### config.mk
export PLATFORM = sky130hd
export DESIGN_NAME = pfi_pair_out_flat
export DESIGN_NICKNAME = d
export VERILOG_FILES = /design/src/design/pfi_pkg.sv /design/src/design/pfi_if.sv /design/src/design/pfi_pair_out.sv /design/src/flat_wrapper.sv
export SDC_FILE = /design/constraint.sdc
export NUM_CORES = 1
export LEC_CHECK = 0
export ABC_AREA = 1
export BUFFER_PORTS_ARGS = -buffer_cell sky130_fd_sc_hd__buf_2
export CAP_MARGIN = 20
export CORE_MARGIN = 4
export CORE_UTILIZATION = 51
export CTS_BUF_LIST = sky130_fd_sc_hd__clkbuf_8 sky130_fd_sc_hd__clkbuf_16
export DETAILED_ROUTE_END_ITERATION = 12
export GPL_TIMING_DRIVEN = 0
export PLACE_DENSITY = 0.81
export SYNTH_ARGS = -nofsm -noshare
export SYNTH_HDL_FRONTEND = slang
export SYNTH_SLANG_ARGS = --single-unit
### constraint.sdc
create_clock -name clk -period 5.2 [get_ports clk]
set_input_delay 1.04 -clock clk [delete_from_list [all_inputs] [get_ports clk]]
set_output_delay 1.04 -clock clk [all_outputs]
set_load 0.02 [all_outputs]
### src/design/pfi_pkg.sv
// Shared types, constants and the round/saturate function for the 2x polyphase
// FIR interpolator. No dependencies; every other file in this folder uses it.
package pfi_pkg;

  localparam int SAMPLE_W = 16;
  localparam int TAPS     = 16;
  // Largest |sum| is below 2^31 for either phase, so 33 signed bits hold it
  localparam int ACC_W    = 33;
  localparam int SHIFT_Q  = 15;
  localparam int Q_W      = ACC_W + 1 - SHIFT_Q;

  localparam logic signed [ACC_W:0]   ROUND_TERM = (ACC_W + 1)'(16384);
  localparam logic signed [Q_W-1:0]   Q_MAX      = Q_W'(32767);
  localparam logic signed [Q_W-1:0]   Q_MIN      = -Q_W'(32768);

  typedef logic signed [SAMPLE_W-1:0] sample_t;
  typedef logic signed [ACC_W-1:0]    acc_t;

  // One partial sum per phase, handed from cell to cell
  typedef struct packed {
    acc_t even;
    acc_t odd;
  } psum_t;

  typedef enum logic [1:0] {
    PAIR_EMPTY,
    PAIR_EVEN,
    PAIR_ODD
  } pair_state_t;

  // Phase 0: 16 taps. Phase 1: 15 taps, padded with a zero in the last cell.
  localparam sample_t COEF_EVEN [TAPS] = '{
    16'sd0, -16'sd12, 16'sd23, 16'sd73, -16'sd533, 16'sd1859, -16'sd5262, 16'sd20237,
    16'sd20235, -16'sd5262, 16'sd1859, -16'sd533, 16'sd73, 16'sd23, -16'sd12, 16'sd0
  };

  localparam sample_t COEF_ODD [TAPS] = '{
    16'sd5, -16'sd66, 16'sd271, -16'sd718, 16'sd1434, -16'sd2288, 16'sd2999, 16'sd29494,
    16'sd2999, -16'sd2288, 16'sd1434, -16'sd718, 16'sd271, -16'sd66, 16'sd5, 16'sd0
  };

  // Add half an LSB, floor-shift by 15, clamp to 16 bits
  function automatic sample_t round_sat(input acc_t acc);
    logic signed [ACC_W:0] biased;
    logic signed [Q_W-1:0] q;
    sample_t               res;
    biased = {acc[ACC_W-1], acc} + ROUND_TERM;
    q      = $signed(biased[ACC_W:SHIFT_Q]);
    if (q > Q_MAX) begin
      res = sample_t'(Q_MAX);
    end else if (q < Q_MIN) begin
      res = sample_t'(Q_MIN);
    end else begin
      res = q[SAMPLE_W-1:0];
    end
    return res;
  endfunction

endpackage

### src/design/pfi_if.sv


interface pfi_out_if;
  logic             valid;
  logic             ready;
  pfi_pkg::sample_t sample_out;
  logic             last;

  modport source (output valid, output sample_out, output last, input ready);
  modport sink   (input valid, input sample_out, input last, output ready);
endinterface

### src/design/pfi_pair_out.sv
// Output stage: rounds and saturates both phase sums on load and hands them
// out as an even/odd beat pair. Uses pfi_pkg and pfi_out_if.
module pfi_pair_out (
  input  logic              clk,
  input  logic              rst,
  input  logic              load,
  input  pfi_pkg::psum_t    sums,
  output logic              can_load,
  pfi_out_if.source         dout
);

  pfi_pkg::pair_state_t state;
  pfi_pkg::pair_state_t state_next;
  pfi_pkg::sample_t     even_q;
  pfi_pkg::sample_t     odd_q;

  always_ff @(posedge clk) begin
    if (rst) begin
      state <= pfi_pkg::PAIR_EMPTY;
    end else begin
      state <= state_next;
    end
  end

  always_ff @(posedge clk) begin
    if (load) begin
      even_q <= pfi_pkg::round_sat(sums.even);
      odd_q  <= pfi_pkg::round_sat(sums.odd);
    end
  end

  always_comb begin
    state_next      = state;
    can_load        = 1'b0;
    dout.valid      = 1'b0;
    dout.last       = 1'b0;
    dout.sample_out = even_q;
    case (state)
      pfi_pkg::PAIR_EMPTY: begin
        can_load = 1'b1;
        if (load) begin
          state_next = pfi_pkg::PAIR_EVEN;
        end
      end
      pfi_pkg::PAIR_EVEN: begin
        dout.valid = 1'b1;
        if (dout.ready) begin
          state_next = pfi_pkg::PAIR_ODD;
        end
      end
      pfi_pkg::PAIR_ODD: begin
        dout.valid      = 1'b1;
        dout.last       = 1'b1;
        dout.sample_out = odd_q;
        // take the next sample as the closing beat leaves
        can_load        = dout.ready;
        if (load) begin
          state_next = pfi_pkg::PAIR_EVEN;
        end else if (dout.ready) begin
          state_next = pfi_pkg::PAIR_EMPTY;
        end
      end
      default: begin
        state_next = pfi_pkg::PAIR_EMPTY;
      end
    endcase
  end

endmodule

### src/flat_wrapper.sv
// flat-port wrapper written by rule: the top's interface ports become plain ports
module pfi_pair_out_flat 
  (clk, rst, load, sums, can_load, dout_valid, dout_sample_out, dout_last, dout_ready);
  pfi_out_if dout_i ();
  input  logic clk;
  input  logic rst;
  input  logic load;
  input  pfi_pkg::psum_t sums;
  output logic can_load;
  output wire logic [$bits(dout_i.valid)-1:0] dout_valid;
  output wire logic [$bits(dout_i.sample_out)-1:0] dout_sample_out;
  output wire logic [$bits(dout_i.last)-1:0] dout_last;
  input wire logic [$bits(dout_i.ready)-1:0] dout_ready;
  assign dout_valid = dout_i.valid;
  assign dout_sample_out = dout_i.sample_out;
  assign dout_last = dout_i.last;
  assign dout_i.ready = dout_ready;
  pfi_pair_out u_core (.clk(clk), .rst(rst), .load(load), .sums(sums), .can_load(can_load), .dout(dout_i));
endmodule
==> impl_metrics.json <==
{
  "grt_pass1_vias": 2210,
  "p_leak_nw": 1.51,
  "final_common_cell": "nand2_1",
  "period_minus_slack_ps": 3120,
  "drtIter0Drc": 106,
  "finalWirelength_mm": 5.51,
  "synth_cells": 365,
  "synth_area_per_cell_um2": 7.04,
  "holdWs_ps": 573,
  "grt_first_pass_wirelength_mm": 9.10,
  "finalSetupTns_ps": 0,
  "firstDrtPassIters": 4,
  "synth.top_cell.area_share_pct": 37.4,
  "cts_setup_buffers": 0,
  "r2r_setup_slack_ps": 3520,
  "cap_violations": 0,
  "ant_nets": 0,
  "cp.arrival_ps": 2080,
  "cp_cell_sequence": "inv_1, ha_1, clkbuf_1, inv_2, clkbuf_1, nand2_1, nand2_1, buf_2",
  "utilization_pct": 63.4,
  "setup.worst_path.class": "flop to primary output",
  "cp-end-kind": "primary output",
  "seqPwrFrac_pct": 38.4,
  "yosysUniqueCellTypes": 28,
  "initial_core_util_pct": 53.7,
  "p_sw_uw": 359,
  "clk-insertion-delay-late_ps": 290,
  "power_switching_share_pct": 39.6,
  "hold_path_class": "flop to flop",
  "yosysTopAreaCell": "edfxtp_1",
  "drt-wirelength-per-cell_um": 11.0,
  "path_clk_slew_ps": 60,
  "dieArea_um2": 6240,
  "crit_required_ps": 4160,
  "tightest_slew_ps": 729,
  "maxSlewHeadroom_pct": 51.4,
  "overflow": 0,
  "clockBufferDepth": 2,
  "setup_violations": 0,
  "synth_nets": 442,
  "ios": 89,
  "place.detailed.hpwl_mm": 4.43,
  "clock_skew_ps": 0.0401,
  "syn-cell-area_um2": 2570,
  "gp_congestion": 0.851,
  "outcome": "completed",
  "drc": 0,
  "seq_area_frac_synth_pct": 39.0,
  "cpPeakStageDelay_ps": 380,
  "hold_viol_final": 0,
  "global_route.usage.total_pct": 18.2,
  "post_cts_resized": 0,
  "cts_sinks": 34,
  "cts_max_level": 2,
  "power_uw": 907,
  "cts_inserted_buffers": 5,
  "diodes": 0,
  "nNetsFinal": 509,
  "area_delta_synth_final_pct": 18.1,
  "hold_buffers": 0,
  "numPortBuffers": 60,
  "grt_max_degree": 35,
  "fin_ws_ps": 2080,
  "rows": 25,
  "coreArea_um2": 4790,
  "post-place-ws_ps": 2380,
  "ys_ff_latch": 34,
  "startpoint_type": "flop",
  "power_frac_comb_pct": 41.6,
  "cts_tree": "done",
  "slew_violations": 0,
  "rsz0062_at_grt": "no",
  "p_per_area_nw_per_um2": 299,
  "ir_drop_v": 0.000245,
  "final.period_utilization_pct": 60.1,
  "drive_gt1_share_pct": 18.9,
  "ctsRootBufferMaster": "clkbuf_8",
  "cp_max_fo": 10,
  "fmax_mhz": 320,
  "die_y_um": 79.0,
  "die_w_um": 79.0,
  "power.internal_uw": 548,
  "slowest_stage": "dfxtp_1",
  "vias_per_cell": 4.84,
  "ys_warn_count": 0,
  "ys_top_cells_by_area": "edfxtp_1 (37%), nand2_1 (26%), nor2_1 (6.1%)",
  "clockPowerShare_pct": 20.1,
  "via_count": 2420,
  "most-common-layout-cells": "nand2_1 (178), buf_2 (60), nor2_1 (42)",
  "antenna_found_initial": 0
}
[kinds of logic after synthesis]
family	share of synthesized area [%]
AOI/OAI and AO/OA	2.97
xor gates and xnor gates	8.18
adders and majority gates	3.41
buffers and inverters	6.43
DFF	39.0
and+or+nand+nor	40.0
[area by class of cell]
class                      count  area (um2)
inverter                      31         116
fill                         448        1750
timing repair buffer          60         300
clock buffer                   5        68.8
sequential                    34        1000
multi-input combinational    293        1400
clock inverter                 3        12.5
tap                           67        83.8
buffer                         7        48.8
[critical path, delay by kind of cell, from the launching register on]
family	cells	cell delay (ps)
buffers and inverters	5	1010
and+or+nand+nor	2	190
adders and majority gates	1	220
DFF	1	380
[sequential cells by signal, summed over array words and instances (netlist names)]
register and cells:
u_core.odd_q 16, u_core.state 2, u_core.even_q 16
[per-stage QoR]
| step | area [um2] | std cells |
|---|---|---|
| 6_report | 3030 | 500 |
| 5_1_grt | 3030 | 500 |
| 3_5_place_dp | 2950 | 492 |
| 3_3_place_gp | 2950 | 492 |
| 4_1_cts | 3030 | 500 |
| 2_1_floorplan | 2570 | 365 |
[power by group through the flow]
stage	sequential, mW	combinational [mW]	clock (mW)
6_report	0.348	0.377	0.182
5_1_grt	0.351	0.422	0.196
4_1_cts	0.349	0.381	0.185
3_5_place_dp	0.354	0.379	0
3_3_place_gp	0.353	0.369	0
2_1_floorplan	0.351	0.253	0
[layer usage]
layer | global-route usage [%] | vias to the layer above | part of all wire (%) | wire [um]
li1 | - | 1274 | - | -
met1 | 23.3 | 1085 | 46 | 2520
met2 | 30.6 | 53 | 48 | 2620
met3 | 4.08 | 8 | 5.4 | 295
met4 | 5.84 | 0 | 1.3 | 72
met5 | 0 | - | 0 | 0
[worst paths after layout]
kind                                startpoint                            to  cells past startpoint
hold / removal    u_core.state[0]$_SDFFE_PP0P_  u_core.state[0]$_SDFFE_PP0P_                      2
hold reg to reg   u_core.state[0]$_SDFFE_PP0P_  u_core.state[0]$_SDFFE_PP0P_                      2
setup reg to reg  u_core.state[0]$_SDFFE_PP0P_  u_core.state[0]$_SDFFE_PP0P_                      9
setup / recovery  u_core.state[0]$_SDFFE_PP0P_           dout_sample_out[14]                      8
[synthesized netlist by cell type]
master	instances
inv_1	30
nand3b_1	4
nand3_1	9
nor2_1	42
nor3_1	2
nor2_4	3
edfxtp_1	32
a21oi_1	5
nand3_2	1
o22ai_1	1
inv_2	1
nand2_2	5
nand2_4	1
nand4_2	1
o21bai_1	2
clkbuf_1	3
xnor2_1	11
and2_0	1
o21ai_0	2
dfxtp_1	2
ha_1	7
nand4_1	2
nand2_1	178
buf_6	2
xor2_1	13
a211oi_1	2
o21ai_1	1
buf_4	2
No activity file was read; power rests on OpenSTA's default activity.
