<file path="src/design/pfi_pkg.sv">
// Shared types, constants and the round/saturate function for the 2x polyphase
// FIR interpolator. No dependencies; every other file in this folder uses it.
package pfi_pkg;

  localparam int SAMPLE_W = 16;
  localparam int TAPS     = 16;
  // Largest |sum| is below 2^31 for either phase, so 33 signed bits hold it
  localparam int ACC_W    = 33;
  localparam int SHIFT_Q  = 15;
  localparam int Q_W      = ACC_W + 1 - SHIFT_Q;

  localparam logic signed [ACC_W:0]   ROUND_TERM = (ACC_W + 1)'(16384);
  localparam logic signed [Q_W-1:0]   Q_MAX      = Q_W'(32767);
  localparam logic signed [Q_W-1:0]   Q_MIN      = -Q_W'(32768);

  typedef logic signed [SAMPLE_W-1:0] sample_t;
  typedef logic signed [ACC_W-1:0]    acc_t;

  // One partial sum per phase, handed from cell to cell
  typedef struct packed {
    acc_t even;
    acc_t odd;
  } psum_t;

  typedef enum logic [1:0] {
    PAIR_EMPTY,
    PAIR_EVEN,
    PAIR_ODD
  } pair_state_t;

  // Phase 0: 16 taps. Phase 1: 15 taps, padded with a zero in the last cell.
  localparam sample_t COEF_EVEN [TAPS] = '{
    16'sd0, -16'sd12, 16'sd23, 16'sd73, -16'sd533, 16'sd1859, -16'sd5262, 16'sd20237,
    16'sd20235, -16'sd5262, 16'sd1859, -16'sd533, 16'sd73, 16'sd23, -16'sd12, 16'sd0
  };

  localparam sample_t COEF_ODD [TAPS] = '{
    16'sd5, -16'sd66, 16'sd271, -16'sd718, 16'sd1434, -16'sd2288, 16'sd2999, 16'sd29494,
    16'sd2999, -16'sd2288, 16'sd1434, -16'sd718, 16'sd271, -16'sd66, 16'sd5, 16'sd0
  };

  // Add half an LSB, floor-shift by 15, clamp to 16 bits
  function automatic sample_t round_sat(input acc_t acc);
    logic signed [ACC_W:0] biased;
    logic signed [Q_W-1:0] q;
    sample_t               res;
    biased = {acc[ACC_W-1], acc} + ROUND_TERM;
    q      = $signed(biased[ACC_W:SHIFT_Q]);
    if (q > Q_MAX) begin
      res = sample_t'(Q_MAX);
    end else if (q < Q_MIN) begin
      res = sample_t'(Q_MIN);
    end else begin
      res = q[SAMPLE_W-1:0];
    end
    return res;
  endfunction

endpackage

</file>
<file path="src/design/pfi_cell.sv">
// One tap cell of the transposed-form filter chain: multiplies the new sample
// by its two phase coefficients and adds the neighbour's partial sums. Uses pfi_pkg.
module pfi_cell (
  input  logic             clk,
  input  logic             rst,
  input  logic             shift_en,
  input  pfi_pkg::sample_t sample,
  input  pfi_pkg::sample_t coef_even,
  input  pfi_pkg::sample_t coef_odd,
  input  pfi_pkg::psum_t   sum_in,
  output pfi_pkg::psum_t   sum_out
);

  logic signed [2*pfi_pkg::SAMPLE_W-1:0] prod_even;
  logic signed [2*pfi_pkg::SAMPLE_W-1:0] prod_odd;
  pfi_pkg::psum_t                        psum;
  pfi_pkg::psum_t                        psum_next;

  assign prod_even = sample * coef_even;
  assign prod_odd  = sample * coef_odd;

  always_comb begin
    psum_next.even = sum_in.even + pfi_pkg::ACC_W'(prod_even);
    psum_next.odd  = sum_in.odd + pfi_pkg::ACC_W'(prod_odd);
  end

  always_ff @(posedge clk) begin
    if (rst) begin
      psum <= '0;
    end else if (shift_en) begin
      psum <= psum_next;
    end
  end

  assign sum_out = psum;

endmodule

</file>
<file path="config.mk">
export PLATFORM = sky130hd
export DESIGN_NAME = pfi_cell
export DESIGN_NICKNAME = d
export VERILOG_FILES = /design/src/design/pfi_pkg.sv /design/src/design/pfi_cell.sv
export SDC_FILE = /design/constraint.sdc
export NUM_CORES = 2
export LEC_CHECK = 0
export BUFFER_PORTS_ARGS = -buffer_cell sky130_fd_sc_hd__buf_2
export CAP_MARGIN = 15
export CORE_MARGIN = 2
export CORE_UTILIZATION = 39
export DETAILED_ROUTE_END_ITERATION = 12
export GPL_ROUTABILITY_DRIVEN = 1
export HOLD_SLACK_MARGIN = 0.06
export PLACE_DENSITY_LB_ADDON = 0.2
export SLEW_MARGIN = 20
export SYNTH_ARGS = -nofsm -noshare
export SYNTH_HDL_FRONTEND = slang
export SYNTH_SLANG_ARGS = --single-unit
export TNS_END_PERCENT = 5
</file>
<file path="constraint.sdc">
create_clock -name clk -period 6.5 [get_ports clk]
set_input_delay 0.65 -clock clk [delete_from_list [all_inputs] [get_ports clk]]
set_output_delay 0.65 -clock clk [all_outputs]
set_load 0.01 [all_outputs]
</file>
==> impl_summary.log <==
INFO  metric clock_skew = 0 ns
INFO  metric hold_viol = 0
INFO  metric layout_worst_path_cycle_share = 0.965
INFO  metric cts_tree = done
INFO  metric number_of_nets_with_antenna_violations_after_routing = 0
INFO  metric worstSetupStartpointType = primary input
INFO  metric path_delay_family = adder cells
INFO  metric floorplan.initialDensity = 0.392
INFO  metric reg2regPathDepth = 2
INFO  metric place.gp.congestion = 0.883
INFO  metric final_layout_size_suffix_gt1_frac = 0.157
INFO  metric detail_route.first_pass.iterations = 5
INFO  metric worst_tran_pin_value = 0.993 ns
INFO  metric r2r_setup_slk = 5.54 ns
INFO  metric required = 6.74 ns
INFO  metric root_buffer = sky130_fd_sc_hd__clkbuf_16
INFO  metric post_synth_num_cell_types = 66
INFO  metric crit-reg2reg-capture = sum_out[63]
INFO  metric grt_antenna_before_repair = 5
INFO  metric maximum_number_of_pins_on_one_net_before_global_route_repair = 62
INFO  metric slew-limit-headroom = 0.336
INFO  metric synthDominantCellAreaShare = 0.487
INFO  metric worst_setup_path_endpoint = sum_out[63]
INFO  metric cts_htree_levels = 3
INFO  metric yosys_warnings = 0
INFO  metric timing.critical_path.to_type = register
INFO  metric worstPathBufferInverterCount = 8
INFO  metric fraction_of_registers_with_async_set_or_reset_after_synthesis = 0
INFO  metric grt_overflow_total = 0
INFO  metric core_area = 62,700 um^2
INFO  metric drt_wl_total = 69,100 um
INFO  metric fin_area = 28,700 um^2
INFO  metric finalSetupTns = 0 ns
INFO  metric detail_route.wl_per_cell = 17.8 um
INFO  metric die_w = 255 um
INFO  metric syn-num-nets = 3,602
INFO  metric syn-instance-count = 2,687
INFO  metric max_stage_delay = 0.53 ns
INFO  metric holdBufCountCts = 0
INFO  metric synth-seq-area-share = 0.0537
INFO  metric cts_buffers = 9
INFO  metric synthesis.area_per_instance = 9.16 um^2
INFO  metric clock_transition_at_the_register_clock_pins_on_the_worst_setup_and_hold_paths_after_cts = 0.06 ns
INFO  metric critical-path-slowest-cell = sky130_fd_sc_hd__fa_1
INFO  metric first_global_vias = 21.0k
INFO  metric cell_rows = 92
INFO  metric cp_max_fo = 14
INFO  metric fmax = 0.159 GHz
INFO  metric portBuffers = 182
INFO  metric synthDominantAreaCellType = sky130_fd_sc_hd__fa_1
INFO  metric critical_path_arrival = 6.52 ns
INFO  metric nets = 3,945
INFO  metric synth_edf_count = 0
INFO  metric synth_ff_type = sky130_fd_sc_hd__dfxtp_1
INFO  metric synth_area_leaders = sky130_fd_sc_hd__fa_1 49%, sky130_fd_sc_hd__inv_1 11%, sky130_fd_sc_hd__ha_1 10%, sky130_fd_sc_hd__and2_1 6.3%, sky130_fd_sc_hd__dfxtp_1 5.4%
INFO  metric die_area = 65,100 um^2
INFO  metric clock_insertion_delay_worst_skew = 0.35 ns
INFO  metric dpl.cell_count = 3,864
INFO  metric final_period_demand_of_the_worst_path = 6.27 ns
INFO  metric first_pass_grt_wire_length = 112,000 um
INFO  metric timing_worst_setup_path_type = primary input to register
INFO  metric grt_setup_unrepaired = true
INFO  metric worst_hold_check_path_type = register to register
INFO  metric vias = 18.9k
INFO  metric cp_num_cells = 23
INFO  metric cts_sinks = 66
INFO  metric detailed_place.area = 28,300 um^2
INFO  metric final-max-slew-violation-count = 0
INFO  metric critical_path.startpoint = sample[11]
INFO  metric cap_violations = 0
INFO  metric dr_drc_count = 0
INFO  metric global_route.usage.total = 0.225
INFO  metric stdcell_count = 3,882
INFO  metric max_buffers_root_to_sink = 2
INFO  metric drt-vias-per-instance = 4.87
INFO  metric largest_reg_flops = 66
INFO  metric io-pin-count = 183
INFO  metric origin_of_the_critical_flop_to_flop_path = sum_out[63]
INFO  metric timing.critical_path.mode_cell = sky130_fd_sc_hd__fa_1
INFO  metric status = complete, no violations
INFO  metric mappedNetlistArea = 24,600 um^2
INFO  metric dp_hpwl = 61,400 um
INFO  metric area.growth.synth_to_final = 16.6%
INFO  metric synth-seq-cells = 66
INFO  metric final_count_of_negative_setup_slack_endpoints = 0
INFO  metric die-height = 255 um
INFO  metric timing.critical_path.cells = clkbuf_4, buf_4, and2_1, fa_1, inv_1, fa_1, fa_1, inv_1, fa_1, fa_1, inv_1, fa_1, inv_1, ha_1, nand3_1, nor2_1, a21oi_1, a21oi_2, o21a_1, a311oi_2, buf_4, buf_4, a211o_1
INFO  metric drt-initial-drc-count = 829
==> routing by layer <==
layer  routed length, um  track usage
met5                  25            0
met4                2340       0.0702
met3                2520       0.0237
met2               36600        0.413
met1               27500        0.276
==> worst min-delay path: cells and delay by family (launching register included) <==
kind	cells	cell delay (ns)
compound gates	1	0.05
flops	1	0.32
simple gates	1	0.04
==> cells in the final DEF (no fill, tap or decap), types with 8 or more instances in the layout <==
cell	Yosys	routed
sky130_fd_sc_hd__fa_1	598	596
sky130_fd_sc_hd__buf_4	0	233
sky130_fd_sc_hd__nand2_1	285	285
sky130_fd_sc_hd__buf_12	0	19
sky130_fd_sc_hd__o21ai_0	39	38
sky130_fd_sc_hd__clkbuf_16	0	9
sky130_fd_sc_hd__a211oi_1	14	13
sky130_fd_sc_hd__and2_1	248	248
sky130_fd_sc_hd__or3_1	10	10
sky130_fd_sc_hd__inv_1	713	711
sky130_fd_sc_hd__a21oi_1	52	51
sky130_fd_sc_hd__buf_2	0	177
sky130_fd_sc_hd__ha_1	200	200
sky130_fd_sc_hd__o21a_1	18	18
sky130_fd_sc_hd__a21o_1	20	20
sky130_fd_sc_hd__o21bai_1	8	8
sky130_fd_sc_hd__xnor2_1	43	43
sky130_fd_sc_hd__nand2b_1	11	11
sky130_fd_sc_hd__nor2_1	81	81
sky130_fd_sc_hd__dfxtp_1	66	66
sky130_fd_sc_hd__mux2i_1	24	24
sky130_fd_sc_hd__xor2_1	9	9
sky130_fd_sc_hd__nor3_1	21	21
sky130_fd_sc_hd__nand3_1	17	17
==> cell families after synthesis <==
kind of cell / after synthesis / synth area share
buf+inv: 816 / 0.124
fa+ha+maj: 798 / 0.588
flops: 66 / 0.0537
simple gates: 712 / 0.143
mux: 24 / 0.00976
compound gates: 219 / 0.0622
xor+xnor: 52 / 0.0185
==> timing repair <==
| action | CTS | global route |
|---|---|---|
| gates resized for setup | 0 | 16 |
| endpoints found under the setup margin | 0 | 15 |
| buffers inserted | 0 | 1 |
==> synth_stat cells (2+ instances only) <==
library cell,count
sky130_fd_sc_hd__o31a_1,2
sky130_fd_sc_hd__nor3_1,21
sky130_fd_sc_hd__nand3b_1,6
sky130_fd_sc_hd__nor2_1,81
sky130_fd_sc_hd__a31o_2,3
sky130_fd_sc_hd__nand4_1,5
sky130_fd_sc_hd__a211oi_1,14
sky130_fd_sc_hd__xnor2_1,43
sky130_fd_sc_hd__a211o_1,6
sky130_fd_sc_hd__o21ai_0,39
sky130_fd_sc_hd__nand3_1,17
sky130_fd_sc_hd__fa_1,598
sky130_fd_sc_hd__o211ai_1,6
sky130_fd_sc_hd__a21o_1,20
sky130_fd_sc_hd__buf_1,6
sky130_fd_sc_hd__a31oi_1,7
sky130_fd_sc_hd__o221ai_1,2
sky130_fd_sc_hd__mux2i_1,24
sky130_fd_sc_hd__nor2b_1,6
sky130_fd_sc_hd__nand2_1,285
sky130_fd_sc_hd__a221o_1,5
sky130_fd_sc_hd__or4_1,3
sky130_fd_sc_hd__clkbuf_1,97
sky130_fd_sc_hd__a21oi_2,2
sky130_fd_sc_hd__or3_1,10
sky130_fd_sc_hd__o311ai_0,3
sky130_fd_sc_hd__a21boi_0,4
sky130_fd_sc_hd__and2_1,248
sky130_fd_sc_hd__a311oi_1,6
sky130_fd_sc_hd__dfxtp_1,66
sky130_fd_sc_hd__o31ai_1,2
sky130_fd_sc_hd__a21oi_1,52
sky130_fd_sc_hd__xor2_1,9
sky130_fd_sc_hd__nand2b_1,11
sky130_fd_sc_hd__and3_1,7
sky130_fd_sc_hd__inv_1,713
sky130_fd_sc_hd__o22ai_1,4
sky130_fd_sc_hd__o21a_1,18
sky130_fd_sc_hd__o21bai_1,8
sky130_fd_sc_hd__nor3b_1,3
sky130_fd_sc_hd__ha_1,200
==> worst min path at each step <==
| stage | start | end | slack (ns) | cells after the start |
|---|---|---|---|---|
| finish | sum_out[19] | sum_out[19] | 0.45 | 2 |
| global route | sum_out[19] | sum_out[19] | 0.48 | 2 |
| CTS | sum_out[19] | sum_out[19] | 0.46 | 2 |
| detailed placement | sum_out[47] | sum_out[47] | 0.44 | 2 |
| global placement | sum_out[52] | sum_out[52] | 0.44 | 2 |
| floorplan | sum_out[26] | sum_out[26] | 0.48 | 2 |
==> cell type report <==
class	instances	area, um^2
diodes	1	2.50
clock buffers	10	239
clock inverters	6	65.1
fillers	6159	34000
inverters	713	2680
multi-input cells	1805	20300
flip-flops and latches	66	1320
well taps	846	1060
repair buffers	435	3060
==> through the flow <==
step	hold slack [ns]	setup slack, ns	utilization
2_1_floorplan	0.483	0.00951	-
3_3_place_gp	0.439	-0.285	0.451
3_5_place_dp	0.444	-0.304	0.451
4_1_cts	0.457	0.0413	0.456
5_1_grt	0.478	-0.0209	0.457
6_report	0.449	0.226	0.457
Power is not shown: default switching activity piles up to over one toggle a cycle in this logic, so the estimate is an artifact.
